## src/design/gjk_pkg.sv

```systemverilog
// ----------------------------------------------------------------------------
// gjk_pkg: shared types and constants for the 2D GJK simplex step
// Field widths, result status codes, opcodes and the control word of the
// shared multiply-accumulate unit.
// ----------------------------------------------------------------------------
`default_nettype none

package gjk_pkg;

	// fixed item field widths
	localparam int InW = 16;
	localparam int DirW = 56;

	// default coordinate width (signed Q8.8)
	localparam int CoordWidthDef = 16;

	// opcode of an input item
	localparam logic OP_START = 1'b0;

	// result status
	typedef enum logic [1:0] {
		ST_EVOLVING         = 2'd0,
		ST_NOT_INTERSECTING = 2'd1,
		ST_INTERSECTING     = 2'd2,
		ST_IGNORED          = 2'd3
	} status_t;

	// control word of the multiply-accumulate unit
	typedef struct packed {
		logic en;   // update the accumulator
		logic clr;  // start a new sum
		logic neg;  // subtract the product
	} mac_ctl_t;

endpackage

`default_nettype wire

```

## src/design/gjk_in_if.sv

```systemverilog
// ----------------------------------------------------------------------------
// gjk_in_if: input channel of the GJK simplex step
// Start items carry the centre offset, support items a Minkowski vertex.
// ----------------------------------------------------------------------------
`default_nettype none

interface gjk_in_if
	import gjk_pkg::*;
();
	logic                  valid;
	logic                  ready;
	logic                  opcode;
	logic signed [InW-1:0] vec_x;
	logic signed [InW-1:0] vec_y;

	modport source (output valid, output opcode, output vec_x, output vec_y, input ready);
	modport sink   (input valid, input opcode, input vec_x, input vec_y, output ready);
endinterface

`default_nettype wire

```

## src/design/gjk_out_if.sv

```systemverilog
// ----------------------------------------------------------------------------
// gjk_out_if: result channel of the GJK simplex step
// Next search direction and test status, one item per input item.
// ----------------------------------------------------------------------------
`default_nettype none

interface gjk_out_if
	import gjk_pkg::*;
();
	logic                   valid;
	logic                   ready;
	logic signed [DirW-1:0] dir_x;
	logic signed [DirW-1:0] dir_y;
	status_t                status;

	modport source (output valid, output dir_x, output dir_y, output status, input ready);
	modport sink   (input valid, input dir_x, input dir_y, input status, output ready);
endinterface

`default_nettype wire

```

## src/design/gjk_simplex_step_2d.sv

```systemverilog
// ----------------------------------------------------------------------------
// gjk_simplex_step_2d: simplex update of one 2D GJK intersection test
// Appends support vertices, tests them against the search direction and
// advances the simplex (point, segment, triangle region test) with exact
// integer direction products computed on one shared multiply-accumulate unit.
// ----------------------------------------------------------------------------
//
//  channel | role   | payload                        | one item is
//  --------+--------+--------------------------------+----------------------------
//  req     | sink   | opcode, vec_x, vec_y           | a start offset or a vertex
//  rsp     | source | dir_x, dir_y, status           | the answer to one req item
//
//  A start or ignored item goes straight to the emit step; a support item runs
//  the dot test and stops there with one point or when the test fails, else
//  the segment step (two points) or the triangle region test follows (AB kept,
//  AC kept, or intersecting), on the single multiply-accumulate unit.
//  req.ready is high only while the sequencer is idle; the result register
//  lets the next item in while an answer still waits on rsp.
//  A stalled rsp holds the sequencer in its emit step until the register frees.
//  arst_n clears the sequencer and marks the test finished until a start item.
// ----------------------------------------------------------------------------
`default_nettype none

module gjk_simplex_step_2d
	import gjk_pkg::*;
#(
	parameter int COORD_WIDTH = CoordWidthDef
) (
	input wire logic clk,
	input wire logic arst_n,
	gjk_in_if.sink   req,
	gjk_out_if.source rsp
);

	localparam int C    = COORD_WIDTH;
	localparam int BW   = C + 1;            // coordinate differences
	localparam int SW   = 2 * C + 3;        // segment cross product
	localparam int AW   = DirW;
	localparam int ACCW = AW + BW + 1;
	localparam int RAWW = (C > InW) ? C : InW;

	typedef enum logic [16:0] {
		S_IDLE    = 17'h00001,
		S_DOT_A   = 17'h00002,
		S_DOT_B   = 17'h00004,
		S_DOT_CHK = 17'h00008,
		S_CRS_A   = 17'h00010,
		S_CRS_B   = 17'h00020,
		S_CRS_LAT = 17'h00040,
		S_PERP_0  = 17'h00080,
		S_PERP_1  = 17'h00100,
		S_PERP_2  = 17'h00200,
		S_PERP_3  = 17'h00400,
		S_PERP_4  = 17'h00800,
		S_AB_B    = 17'h01000,
		S_AB_CHK  = 17'h02000,
		S_AC_B    = 17'h04000,
		S_AC_CHK  = 17'h08000,
		S_EMIT    = 17'h10000
	} state_t;

	function automatic logic signed [BW-1:0] ext_c(input logic signed [C-1:0] v);
		return {v[C-1], v};
	endfunction

	function automatic logic signed [AW-1:0] ext_b(input logic signed [BW-1:0] v);
		return {{(AW-BW){v[BW-1]}}, v};
	endfunction

	// control state
	state_t                 state_q;
	logic [1:0]             cnt_q;
	logic                   fin_q;
	status_t                status_q;
	logic signed [AW-1:0]   dir_x_q;
	logic signed [AW-1:0]   dir_y_q;
	logic                   out_valid_q;

	// payload state
	logic signed [C-1:0]    px_q [3];
	logic signed [C-1:0]    py_q [3];
	logic signed [C-1:0]    vx_q;
	logic signed [C-1:0]    vy_q;
	logic signed [SW-1:0]   s_q;
	logic signed [AW-1:0]   abp_x_q;
	logic signed [AW-1:0]   abp_y_q;
	logic signed [AW-1:0]   acp_x_q;
	logic signed [AW-1:0]   acp_y_q;
	logic signed [AW-1:0]   out_dir_x_q;
	logic signed [AW-1:0]   out_dir_y_q;
	status_t                out_status_q;

	// datapath wires
	logic [RAWW-1:0]        raw_x;
	logic [RAWW-1:0]        raw_y;
	logic signed [C-1:0]    in_x;
	logic signed [C-1:0]    in_y;
	logic                   seg;
	logic signed [BW-1:0]   ux;
	logic signed [BW-1:0]   uy;
	logic signed [BW-1:0]   wx;
	logic signed [BW-1:0]   wy;
	logic signed [BW-1:0]   neg_ax;
	logic signed [BW-1:0]   neg_ay;
	logic signed [AW-1:0]   s_ext;
	mac_ctl_t               mac_ctl;
	logic signed [AW-1:0]   op_a;
	logic signed [BW-1:0]   op_b;
	logic signed [ACCW-1:0] acc;
	logic                   acc_pos;
	logic signed [AW-1:0]   acc_dir;
	logic                   accept;
	logic                   emit;

	// input coordinates: low C bits of the zero-extended port value
	assign raw_x = RAWW'($unsigned(req.vec_x));
	assign raw_y = RAWW'($unsigned(req.vec_y));
	assign in_x  = $signed(raw_x[C-1:0]);
	assign in_y  = $signed(raw_y[C-1:0]);

	assign accept = req.valid && (state_q == S_IDLE);
	assign emit   = (state_q == S_EMIT) && (!out_valid_q || rsp.ready);

	// edge vectors: segment (u = A-B, w = -B), triangle (u = AC, w = AB)
	always_comb begin
		seg    = (cnt_q == 2'd2);
		neg_ax = -ext_c(px_q[2]);
		neg_ay = -ext_c(py_q[2]);
		if (seg) begin
			ux = ext_c(px_q[1]) - ext_c(px_q[0]);
			uy = ext_c(py_q[1]) - ext_c(py_q[0]);
			wx = -ext_c(px_q[0]);
			wy = -ext_c(py_q[0]);
		end else begin
			ux = ext_c(px_q[0]) - ext_c(px_q[2]);
			uy = ext_c(py_q[0]) - ext_c(py_q[2]);
			wx = ext_c(px_q[1]) - ext_c(px_q[2]);
			wy = ext_c(py_q[1]) - ext_c(py_q[2]);
		end
	end

	assign s_ext = {{(AW-SW){s_q[SW-1]}}, s_q};

	// operand selection for the shared unit
	always_comb begin
		mac_ctl = '0;
		op_a    = '0;
		op_b    = '0;
		unique case (state_q)
			S_DOT_A: begin
				mac_ctl = '{en: 1'b1, clr: 1'b1, neg: 1'b0};
				op_a    = dir_x_q;
				op_b    = ext_c(vx_q);
			end
			S_DOT_B: begin
				mac_ctl = '{en: 1'b1, clr: 1'b0, neg: 1'b0};
				op_a    = dir_y_q;
				op_b    = ext_c(vy_q);
			end
			S_CRS_A: begin
				mac_ctl = '{en: 1'b1, clr: 1'b1, neg: 1'b0};
				op_a    = ext_b(ux);
				op_b    = wy;
			end
			S_CRS_B: begin
				mac_ctl = '{en: 1'b1, clr: 1'b0, neg: 1'b1};
				op_a    = ext_b(uy);
				op_b    = wx;
			end
			S_PERP_0: begin
				mac_ctl = '{en: 1'b1, clr: 1'b1, neg: 1'b1};
				op_a    = s_ext;
				op_b    = seg ? uy : wy;
			end
			S_PERP_1: begin
				mac_ctl = '{en: 1'b1, clr: 1'b1, neg: 1'b0};
				op_a    = s_ext;
				op_b    = seg ? ux : wx;
			end
			S_PERP_2: begin
				mac_ctl = '{en: !seg, clr: 1'b1, neg: 1'b0};
				op_a    = s_ext;
				op_b    = uy;
			end
			S_PERP_3: begin
				mac_ctl = '{en: 1'b1, clr: 1'b1, neg: 1'b1};
				op_a    = s_ext;
				op_b    = ux;
			end
			S_PERP_4: begin
				mac_ctl = '{en: 1'b1, clr: 1'b1, neg: 1'b0};
				op_a    = abp_x_q;
				op_b    = neg_ax;
			end
			S_AB_B: begin
				mac_ctl = '{en: 1'b1, clr: 1'b0, neg: 1'b0};
				op_a    = abp_y_q;
				op_b    = neg_ay;
			end
			S_AB_CHK: begin
				mac_ctl = '{en: !acc_pos, clr: 1'b1, neg: 1'b0};
				op_a    = acp_x_q;
				op_b    = neg_ax;
			end
			S_AC_B: begin
				mac_ctl = '{en: 1'b1, clr: 1'b0, neg: 1'b0};
				op_a    = acp_y_q;
				op_b    = neg_ay;
			end
			default: begin
				mac_ctl = '0;
			end
		endcase
	end

	gjk_mac #(
		.A_W (AW),
		.B_W (BW)
	) u_mac (
		.clk (clk),
		.ctl (mac_ctl),
		.a   (op_a),
		.b   (op_b),
		.acc (acc)
	);

	assign acc_pos = !acc[ACCW-1] && (acc != '0);
	assign acc_dir = acc[AW-1:0];

	// sequencer and test state
	always_ff @(posedge clk or negedge arst_n) begin
		if (!arst_n) begin
			state_q     <= S_IDLE;
			cnt_q       <= 2'd0;
			fin_q       <= 1'b1;
			status_q    <= ST_EVOLVING;
			dir_x_q     <= '0;
			dir_y_q     <= '0;
			out_valid_q <= 1'b0;
		end else begin
			// result register: filled on emit, freed when taken
			if (emit) begin
				out_valid_q <= 1'b1;
			end else if (rsp.ready) begin
				out_valid_q <= 1'b0;
			end
			unique case (state_q)
				S_IDLE: begin
					if (accept) begin
						if (req.opcode == OP_START) begin
							status_q <= ST_EVOLVING;
							cnt_q    <= 2'd0;
							fin_q    <= 1'b0;
							dir_x_q  <= {{(AW-C){in_x[C-1]}}, in_x};
							dir_y_q  <= {{(AW-C){in_y[C-1]}}, in_y};
							state_q  <= S_EMIT;
						end else if (fin_q || cnt_q == 2'd3) begin
							status_q <= ST_IGNORED;
							state_q  <= S_EMIT;
						end else begin
							status_q <= ST_EVOLVING;
							cnt_q    <= cnt_q + 2'd1;
							state_q  <= S_DOT_A;
						end
					end
				end
				S_DOT_A: state_q <= S_DOT_B;
				S_DOT_B: state_q <= S_DOT_CHK;
				S_DOT_CHK: begin
					if (!acc_pos) begin
						status_q <= ST_NOT_INTERSECTING;
						fin_q    <= 1'b1;
						state_q  <= S_EMIT;
					end else if (cnt_q == 2'd1) begin
						dir_x_q <= -dir_x_q;
						dir_y_q <= -dir_y_q;
						state_q <= S_EMIT;
					end else begin
						state_q <= S_CRS_A;
					end
				end
				S_CRS_A:   state_q <= S_CRS_B;
				S_CRS_B:   state_q <= S_CRS_LAT;
				S_CRS_LAT: state_q <= S_PERP_0;
				S_PERP_0:  state_q <= S_PERP_1;
				S_PERP_1:  state_q <= S_PERP_2;
				S_PERP_2: begin
					if (seg) begin
						dir_x_q <= abp_x_q;
						dir_y_q <= acc_dir;
						state_q <= S_EMIT;
					end else begin
						state_q <= S_PERP_3;
					end
				end
				S_PERP_3: state_q <= S_PERP_4;
				S_PERP_4: state_q <= S_AB_B;
				S_AB_B:   state_q <= S_AB_CHK;
				S_AB_CHK: begin
					if (acc_pos) begin
						cnt_q   <= 2'd2;
						dir_x_q <= abp_x_q;
						dir_y_q <= abp_y_q;
						state_q <= S_EMIT;
					end else begin
						state_q <= S_AC_B;
					end
				end
				S_AC_B: state_q <= S_AC_CHK;
				S_AC_CHK: begin
					if (acc_pos) begin
						cnt_q   <= 2'd2;
						dir_x_q <= acp_x_q;
						dir_y_q <= acp_y_q;
					end else begin
						status_q <= ST_INTERSECTING;
						fin_q    <= 1'b1;
					end
					state_q <= S_EMIT;
				end
				S_EMIT: begin
					if (emit) begin
						state_q <= S_IDLE;
					end
				end
				default: state_q <= S_IDLE;
			endcase
		end
	end

	// simplex store, partial products and result payload
	always_ff @(posedge clk) begin
		if (accept && req.opcode != OP_START && !fin_q && cnt_q != 2'd3) begin
			px_q[cnt_q] <= in_x;
			py_q[cnt_q] <= in_y;
			vx_q        <= in_x;
			vy_q        <= in_y;
		end
		if (state_q == S_CRS_LAT) begin
			s_q <= acc[SW-1:0];
		end
		if (state_q == S_PERP_1) begin
			abp_x_q <= acc_dir;
		end
		if (state_q == S_PERP_2) begin
			abp_y_q <= acc_dir;
		end
		if (state_q == S_PERP_3) begin
			acp_x_q <= acc_dir;
		end
		if (state_q == S_PERP_4) begin
			acp_y_q <= acc_dir;
		end
		// region AB keeps B and A, region AC keeps C and A
		if (state_q == S_AB_CHK && acc_pos) begin
			px_q[0] <= px_q[1];
			py_q[0] <= py_q[1];
			px_q[1] <= px_q[2];
			py_q[1] <= py_q[2];
		end
		if (state_q == S_AC_CHK && acc_pos) begin
			px_q[1] <= px_q[2];
			py_q[1] <= py_q[2];
		end
		if (emit) begin
			out_status_q <= status_q;
			out_dir_x_q  <= (status_q == ST_EVOLVING) ? dir_x_q : '0;
			out_dir_y_q  <= (status_q == ST_EVOLVING) ? dir_y_q : '0;
		end
	end

	assign req.ready  = (state_q == S_IDLE);
	assign rsp.valid  = out_valid_q;
	assign rsp.dir_x  = out_dir_x_q;
	assign rsp.dir_y  = out_dir_y_q;
	assign rsp.status = out_status_q;

endmodule

`default_nettype wire

```

## src/design/gjk_mac.sv

```systemverilog
// ----------------------------------------------------------------------------
// gjk_mac: shared signed multiply-accumulate unit
// One product per cycle while enabled, added to or subtracted from the accumulator, or
// loaded as the start of a new sum.
// ----------------------------------------------------------------------------
`default_nettype none

module gjk_mac
	import gjk_pkg::*;
#(
	parameter int A_W = DirW,
	parameter int B_W = CoordWidthDef + 1
) (
	input  wire logic                   clk,
	input  wire mac_ctl_t               ctl,
	input  wire logic signed [A_W-1:0]  a,
	input  wire logic signed [B_W-1:0]  b,
	output      logic signed [A_W+B_W:0] acc
);

	localparam int PROD_W = A_W + B_W;
	localparam int ACC_W  = PROD_W + 1;

	logic signed [PROD_W-1:0] prod;
	logic signed [ACC_W-1:0]  prod_ext;
	logic signed [ACC_W-1:0]  addend;
	logic signed [ACC_W-1:0]  base;
	logic signed [ACC_W-1:0]  acc_q;

	// product, sign-extended and optionally negated
	always_comb begin
		prod     = a * b;
		prod_ext = $signed({prod[PROD_W-1], prod});
		addend   = ctl.neg ? -prod_ext : prod_ext;
		base     = ctl.clr ? '0 : acc_q;
	end

	// accumulator
	always_ff @(posedge clk) begin
		if (ctl.en) begin
			acc_q <= base + addend;
		end
	end

	assign acc = acc_q;

endmodule

`default_nettype wire

```

## src/flat_wrapper.sv

```systemverilog
// flat-port wrapper written by rule: the top's interface ports become plain ports
module gjk_simplex_step_2d_flat import gjk_pkg::*;
#(
	parameter int COORD_WIDTH = CoordWidthDef
)
  (clk, arst_n, req_valid, req_opcode, req_vec_x, req_vec_y, req_ready, rsp_valid, rsp_dir_x, rsp_dir_y, rsp_status, rsp_ready);
  gjk_in_if req_i ();
  gjk_out_if rsp_i ();
  input wire logic clk;
  input wire logic arst_n;
  input wire logic [$bits(req_i.valid)-1:0] req_valid;
  input wire logic [$bits(req_i.opcode)-1:0] req_opcode;
  input wire logic [$bits(req_i.vec_x)-1:0] req_vec_x;
  input wire logic [$bits(req_i.vec_y)-1:0] req_vec_y;
  output wire logic [$bits(req_i.ready)-1:0] req_ready;
  output wire logic [$bits(rsp_i.valid)-1:0] rsp_valid;
  output wire logic [$bits(rsp_i.dir_x)-1:0] rsp_dir_x;
  output wire logic [$bits(rsp_i.dir_y)-1:0] rsp_dir_y;
  output wire logic [$bits(rsp_i.status)-1:0] rsp_status;
  input wire logic [$bits(rsp_i.ready)-1:0] rsp_ready;
  assign req_i.valid = req_valid;
  assign req_i.opcode = req_opcode;
  assign req_i.vec_x = req_vec_x;
  assign req_i.vec_y = req_vec_y;
  assign req_ready = req_i.ready;
  assign rsp_valid = rsp_i.valid;
  assign rsp_dir_x = rsp_i.dir_x;
  assign rsp_dir_y = rsp_i.dir_y;
  assign rsp_status = rsp_i.status;
  assign rsp_i.ready = rsp_ready;
  gjk_simplex_step_2d #(.COORD_WIDTH(COORD_WIDTH)) u_core (.clk(clk), .arst_n(arst_n), .req(req_i), .rsp(rsp_i));
endmodule
```

## config.mk

```make
export PLATFORM = sky130hd
export DESIGN_NAME = gjk_simplex_step_2d_flat
export DESIGN_NICKNAME = d
export VERILOG_FILES = /design/src/design/gjk_pkg.sv /design/src/design/gjk_in_if.sv /design/src/design/gjk_out_if.sv /design/src/design/gjk_simplex_step_2d.sv /design/src/design/gjk_mac.sv /design/src/flat_wrapper.sv
export SDC_FILE = /design/constraint.sdc
export NUM_CORES = 2
export LEC_CHECK = 0
export BUFFER_PORTS_ARGS = -buffer_cell sky130_fd_sc_hd__clkbuf_2
export CAP_MARGIN = 30
export CORE_MARGIN = 5
export CORE_UTILIZATION = 60
export CTS_BUF_LIST = sky130_fd_sc_hd__clkbuf_4
export DETAILED_ROUTE_END_ITERATION = 6
export GPL_TIMING_DRIVEN = 1
export HOLD_SLACK_MARGIN = 0.02
export PLACE_DENSITY = 0.84
export SYNTH_ARGS = -nofsm -noshare
export SYNTH_HDL_FRONTEND = slang
export SYNTH_HIERARCHICAL = 1
export SYNTH_SLANG_ARGS = --single-unit
```

## constraint.sdc

```tcl
create_clock -name clk -period 14.55 [get_ports clk]
set_input_delay 0.7275 -clock clk [delete_from_list [all_inputs] [get_ports clk]]
set_output_delay 0.7275 -clock clk [all_outputs]
set_load 0.005 [all_outputs]
```

## Yosys cells after proc, flatten, opt, wreduce, memory -nomap -nowiden

Memory sizes are Yosys's and may differ from the RTL's.
Cells that the tools add are included.

- Register bits: 614
- RAM bits: 96
- Input port bits: 37
- Memories: 2

Memories:

| name | depth | width | rd ports | clocked after memory_dff | write ports | RTL line | source |
|---|---|---|---|---|---|---|---|
| u_core.px_q | 3 | 16 | 3 | 0 | 2 | gjk_simplex_step_2d.sv:80 | `logic signed [C-1:0] px_q [3];` |
| u_core.py_q | 3 | 16 | 3 | 0 | 2 | gjk_simplex_step_2d.sv:81 | `logic signed [C-1:0] py_q [3];` |

- $add $sub $neg: 15
- Multiply operators: 1
- Equal/unequal tests: 34
- Mux-type cells: 67
- Bitwise gates (word level): 2
- Reduce and logical (&&, ||, !) cells: 37

Operator list:

| cell | number |
|---|---|
| 56-bit two-way mux | 14 |
| 56-bit case mux with 5 select lines | 2 |
| 56-bit case mux with 9 select lines | 1 |
| 17-bit case mux with 17 select lines | 1 |
| 17-bit two-way mux | 14 |
| 17-bit case mux with 10 select lines | 1 |
| 74-bit two-way mux | 2 |
| 56-bit negation | 2 |
| 16-bit by 16-bit subtractor with 17-bit output | 6 |
| 74-bit adder | 1 |
| 73-bit negation with 74-bit output | 1 |
| 74-bit nonzero test | 1 |
| 56-bit by 17-bit multiplier with 73-bit output | 1 |
| 16-bit negation with 17-bit output | 4 |
| 16-bit two-way mux | 4 |
| 16-bit OR reduction | 2 |
| 2-bit two-way mux | 11 |
| 3-bit case mux with 6 select lines | 1 |
| 17-bit by 1-bit == test with 1-bit output, second input constant | 1 |
| 17-bit by 10-bit == test with 1-bit output, second input constant | 1 |
| 17-bit by 11-bit == test with 1-bit output, second input constant | 1 |
| 17-bit by 12-bit == test with 1-bit output, second input constant | 1 |
| 17-bit by 13-bit == test with 1-bit output, second input constant | 1 |
| 17-bit by 14-bit == test with 1-bit output, second input constant | 1 |
| other kinds (35) | 81 |

## Depth between registers and ports, before layout

- Depth in word-level cells: 8
- Depth in mapped cells: 55

## Cells and area by module

The synthesis kept the hierarchy.

Modules (own cells, without submodules):

| module | instances | cells each | area each (um2) | sequential area each (um2) |
|---|---|---|---|---|
| gjk_mac | 1 | 4790 | 41035.6 | 2222.1 |
| gjk_simplex_step_2d | 1 | 3355 | 35540.3 | 18425.2 |

## Worst setup path after synthesis

No wires, ideal clock.

- Path kind: register -> register
- From: reg u_core.state_q[13]
- To: reg u_core.u_mac.acc_q[67], in the netlist u_core/u_mac/acc[67], data pin
- Data arrival time: 13.777 ns
- Setup slack: 0.513 ns
- Stages on the path, launching flop included: 50
- Buffers on the path: 5
- Period minus slack after synthesis: 14.037 ns
- Path through: dfrtp_1 or4_4 nor4_2 nand2_1 nor3b_1 clkbuf_1 buf_1 a22oi_1 nand3_1 a221oi_1 nand2_1 clkbuf_1 nand2_1 fa_1 inv_1 fa_1 fa_1 fa_1 [14 not listed] nor4_2 nand3b_4 o21ai_1 xnor2_1 ha_1 clkbuf_1 a21o_1 a21o_1 a21o_1 a21o_1 a221o_1 a21o_1 a21o_1 a21oi_1 o21bai_1 a221o_1 a31oi_1 xnor2_1

- Word-level cells in the longest chain between the ends: 7
- Elaborated cells on any way between the ends: 26
- Classes of those cells: add/sub (2); mul (1); eq/ne (12); mux (5); reduce/logical (6)

RTL lines:

| element | RTL line | source |
|---|---|---|
| start: declaration | gjk_simplex_step_2d.sv:71 | `state_t state_q;` |
| start signal: assignment | gjk_simplex_step_2d.sv:233 | `state_q <= S_IDLE;` |
| start signal: assignment | gjk_simplex_step_2d.sv:256 | `state_q <= S_EMIT;` |
| start signal: assignment | gjk_simplex_step_2d.sv:259 | `state_q <= S_EMIT;` |
| 17-bit by 8-bit == test with 1-bit output (tied with other cells) | gjk_simplex_step_2d.sv:149 | `unique case (state_q)` |
| 4-bit OR reduction (no line) | n/a |  |
| 56-bit case mux with 9 select lines (*) | gjk_simplex_step_2d.sv:149 |  |
| named net u_core.op_a[21] | gjk_simplex_step_2d.sv:107 | `logic signed [AW-1:0] op_a;` |
| 56-bit by 17-bit multiplier with 73-bit output (*) | gjk_mac.sv:32 | `prod = a * b;` |
| 73-bit negation with 74-bit output | gjk_mac.sv:34 | `addend = ctl.neg ? -prod_ext : prod_ext;` |
| 74-bit two-way mux (*) | gjk_mac.sv:34 |  |
| 74-bit adder (*) | gjk_mac.sv:41 | `acc_q <= base + addend;` |
| end signal: assignment | gjk_mac.sv:41 |  |
| end: declaration | gjk_mac.sv:28 | `logic signed [ACC_W-1:0] acc_q;` |

Mark *: on every way through the listed nets, which the timed path passes. The rest lies on a longest branch.
A chain may end at the register's enable or synchronous reset.

==> summary.md <==
| Metric | Value |
|---|---|
| Die Y | 367 um |
| Area growth from synthesis to layout | 11.6% |
| Cell row count | 131 |
| Post-DRT Antenna Nets | 0 |
| Synth cell count leaders | inv_1 (1132), nand2_1 (931), fa_1 (888), edfxtp_1 (575), and2_1 (476) |
| Reg clk slew, reported paths | 0.07 ns |
| Post-synthesis area per instance | 9.40 sq um |
| Vias | 66667 |
| Cell area power density | 97.1 nW/um^2 |
| Slowest stage cell, crit path | or4b_2 |
| Synth Cell Area | 76600 sq um |
| Synthesized net count | 9413 |
| Post-synth top area cell | fa_1 |
| Library cells used by synthesis | 108 |
| Clock sink count | 710 |
| Max clock buf depth | 3 |
| Drt first pass iters | 7 |
| Status | finished with violations |
| Critical path launch point | u_core/px_q[2][1] |
| Max cap viols | 0 |
| Combinational share of power | 42.9% |
| Clk_skew | 0.0878 ns |
| Routed wire length | 249000 um |
| Number of top-level pins | 153 |
| Congestion Overflow GR | 0 |
| Nets@finish | 9952 |
| Global-route wire length before repair | 390000 um |
| Filler cells | 9665 |
| Placeable Area | 127000 sq um |
| Net Switching | 3.50 mW |
| Fin crit share | 94.2% |
| Crit path kind | reg -> reg |
| Failing checks | design-rule violations |
| Starting Density | 60.2% |
| Yosys warns | 6 |
| Final Max Slew Viols | 0 |
| Final setup margin | 0.847 ns |
| Crit-path max FO | 19 |
| Via/cell ratio | 6.34 |
| Crit path DAT | 14.57 ns |
| CP endpoint kind | flop |
| Die Width | 367 um |
| Setup Viol. Count Final | 0 |
| RSZ-0062 raised after global routing | no |
| Post-synth top flop | edfxtp_1 |
| Total GRT Usage | 36.8% |
| Sequential share of the synthesized area | 27.0% |
| Avg WL per Cell | 23.7 um |
| Number of flops mapped to enable cells by yosys | 575 |
| Fraction of registers with async set/reset | 19.0% |
| DP HPWL | 191000 um |
| Final hold vios | 0 |
| IO Port Bufs | 152 |
| Worst flop-to-flop path startpoint | u_core/px_q[2][1] |
| CP peak stage delay | 0.65 ns |
| Fmax | 73.0 MHz |
| Synth area leaders | fa_1 (23%), edfxtp_1 (23%), ha_1 (5.6%) |
| Drt drc | 16 |
| #FFs+latches synth | 710 |
| Clk network pwr share | 21.3% |
| CTS tree | built |
| Top-count cell post-synth | inv_1 |
| Peak VDD IR | 0.0000976 V |
| Vias in the first global route | 69829 |
| DRT iter0 DRCs | 7387 |
| Hold Crit Class | in -> reg |
| Largest net degree at the start of global routing | 96 |
| Measured slew at the worst slew-check pin | 1.28 ns |
| Yosys top cell area share | 23.2% |
| Layout cells sized above 1 | 14.2% |
| Cell mode on critical path | fa_1 |
| Final Critical Period | 13.70 ns |
| Total CTS buffers | 184 |
| Die outline area | 135000 sq um |
| Postcts setup bufs | 0 |
| Setup tns final | 0 ns |
| Register share of total power | 35.8% |
| Leakage power | 39.1 nW |
| Clk root buf | clkbuf_4 |
| Global placement routability congestion | 1.03 |
| Critical Path RT | 15.42 ns |
| Startpoint Class | flop |
| Dpl ws | 0.769 ns |
| Clk_lat worst skew | 1.12 ns |
| Cell Int Power | 4.80 mW |
| Relative slew slack | 14.7% |
| Initial antenna violation count | 6 |
| Switching Share | 42.2% |
| # H-tree levels | 4 |
| Min-delay src | req_vec_x[6] |
| Syn Inst Count | 8145 |
cell families (layout without fill, tap and decap cells):
kind of cell	after synthesis	in the layout	synth area share [%]
DFF	710	710	27.0
muxes	90	90	1.29
and+or+nand+nor	2587	2587	16.8
other	0	6	0
AOI/OAI and AO/OA	1619	1619	14.5
adders and majority gates	1231	1231	28.8
buffers and inverters	1582	2279	7.80
xor gates and xnor gates	326	326	3.75
worst paths after layout:
path                       slack, ns                   end  cells past startpoint
max                             0.85  u_core/u_mac/acc[72]                     51
min                             0.14        u_core/vx_q[6]                      1
max reg2reg                     0.85  u_core/u_mac/acc[72]                     51
min reg2reg                     0.54    u_core/state_q[12]                      1
max in group asynchronous      12.82    u_core/dir_y_q[36]                      3
min in group asynchronous       0.24    u_core/dir_x_q[51]                      2
metrics by stage:
| stage | hold WS [ns] | cell area [sq um] | instances | util (%) | total power [mW] |
|---|---|---|---|---|---|
| after CTS | 0.0228 | 85400 | 10500 | 67.1 | 8.22 |
| final | 0.136 | 85500 | 10510 | 67.2 | 8.30 |
| after global placement | 0.524 | 82600 | 10121 | 64.9 | 6.33 |
| after global routing | 0.0734 | 85500 | 10510 | 67.2 | 8.74 |
| after detailed placement | 0.524 | 82700 | 10124 | 65.0 | 6.44 |
| after floorplan | 0.423 | 76600 | 8145 | - | 5.01 |
registers in the layout (all words and copies together) (netlist names), 35 cells and up:
signal and cells:
u_core/u_mac/acc 74, u_core/dir_y_q 56, u_core/py_q 48, u_core/px_q 48, u_core/acp_x_q 56, u_core/abp_y_q 56, u_core/abp_x_q 56, u_core/acp_y_q 56
u_core/dir_x_q 56, u_core/s_q 35, u_core/rsp.dir_y 56, u_core/rsp.dir_x 56
critical path: cells and delay by family (launching register included):
| kind | cells | cell delay [ns] |
|---|---|---|
| buf+inv | 9 | 1.14 |
| compound gates | 18 | 4.27 |
| fa+ha+maj | 9 | 4.14 |
| xor+xnor | 3 | 0.40 |
| flops | 1 | 0.51 |
| simple gates | 12 | 3.01 |
routing by layer:
metal	GRT usage, %	share of wire [%]	vias to the layer above
li1	-	-	28867
met1	43.9	34	32295
met2	59.1	46	4402
met3	6.97	10	1099
met4	28.6	9.1	4
met5	0	0.012	-
area by class of cell:
| type | instances | area [sq um] | share of cell area [%] |
|---|---|---|---|
| clock buffer | 269 | 2020 | 2.36 |
| sequential | 710 | 20600 | 24.2 |
| multi-input combinational | 5853 | 50200 | 58.7 |
| timing repair buffer | 802 | 5920 | 6.93 |
| antenna | 6 | 15.0 | 0.0176 |
| inverter | 1133 | 4260 | 4.98 |
| tap | 1662 | 2080 | 2.43 |
| clock inverter | 75 | 390 | 0.457 |
power by group through the flow:
stage	clock [mW]	sequential, mW	combinational (mW)
floorplan	0	2.78	2.23
CTS	1.79	2.95	3.48
global route	1.91	2.99	3.84
finish	1.77	2.98	3.56
global placement	0	2.98	3.35
detailed placement	0	2.99	3.44
layout by cell type, fill, tap and decap left out, types with 53 or more instances in the layout:
cell type,instances
buf_4,603
fa_1,888
nor2_1,365
xnor2_1,243
clkbuf_4,270
nor2b_1,108
dfrtp_1,133
edfxtp_1,575
a21oi_1,293
clkbuf_2,151
nand3_1,121
o21ai_0,336
nor3_1,174
inv_1,1128
o21ai_1,72
and2_1,476
clkinv_1,53
a22oi_1,123
nand2_1,931
or3_1,56
xor2_1,82
nor4_1,61
a21o_1,121
nand4_1,55
a222oi_1,76
a221oi_1,98
mux2_2,70
ha_1,342
nand2b_1,58
what timing repair did:
item,4_1_cts,5_1_grt
hold buffers,32,0
setup endpoints to repair,0,7
gates resized for setup,0,4
hold endpoints to repair,153,0
Note: power is estimated with default switching activity, not from simulation.
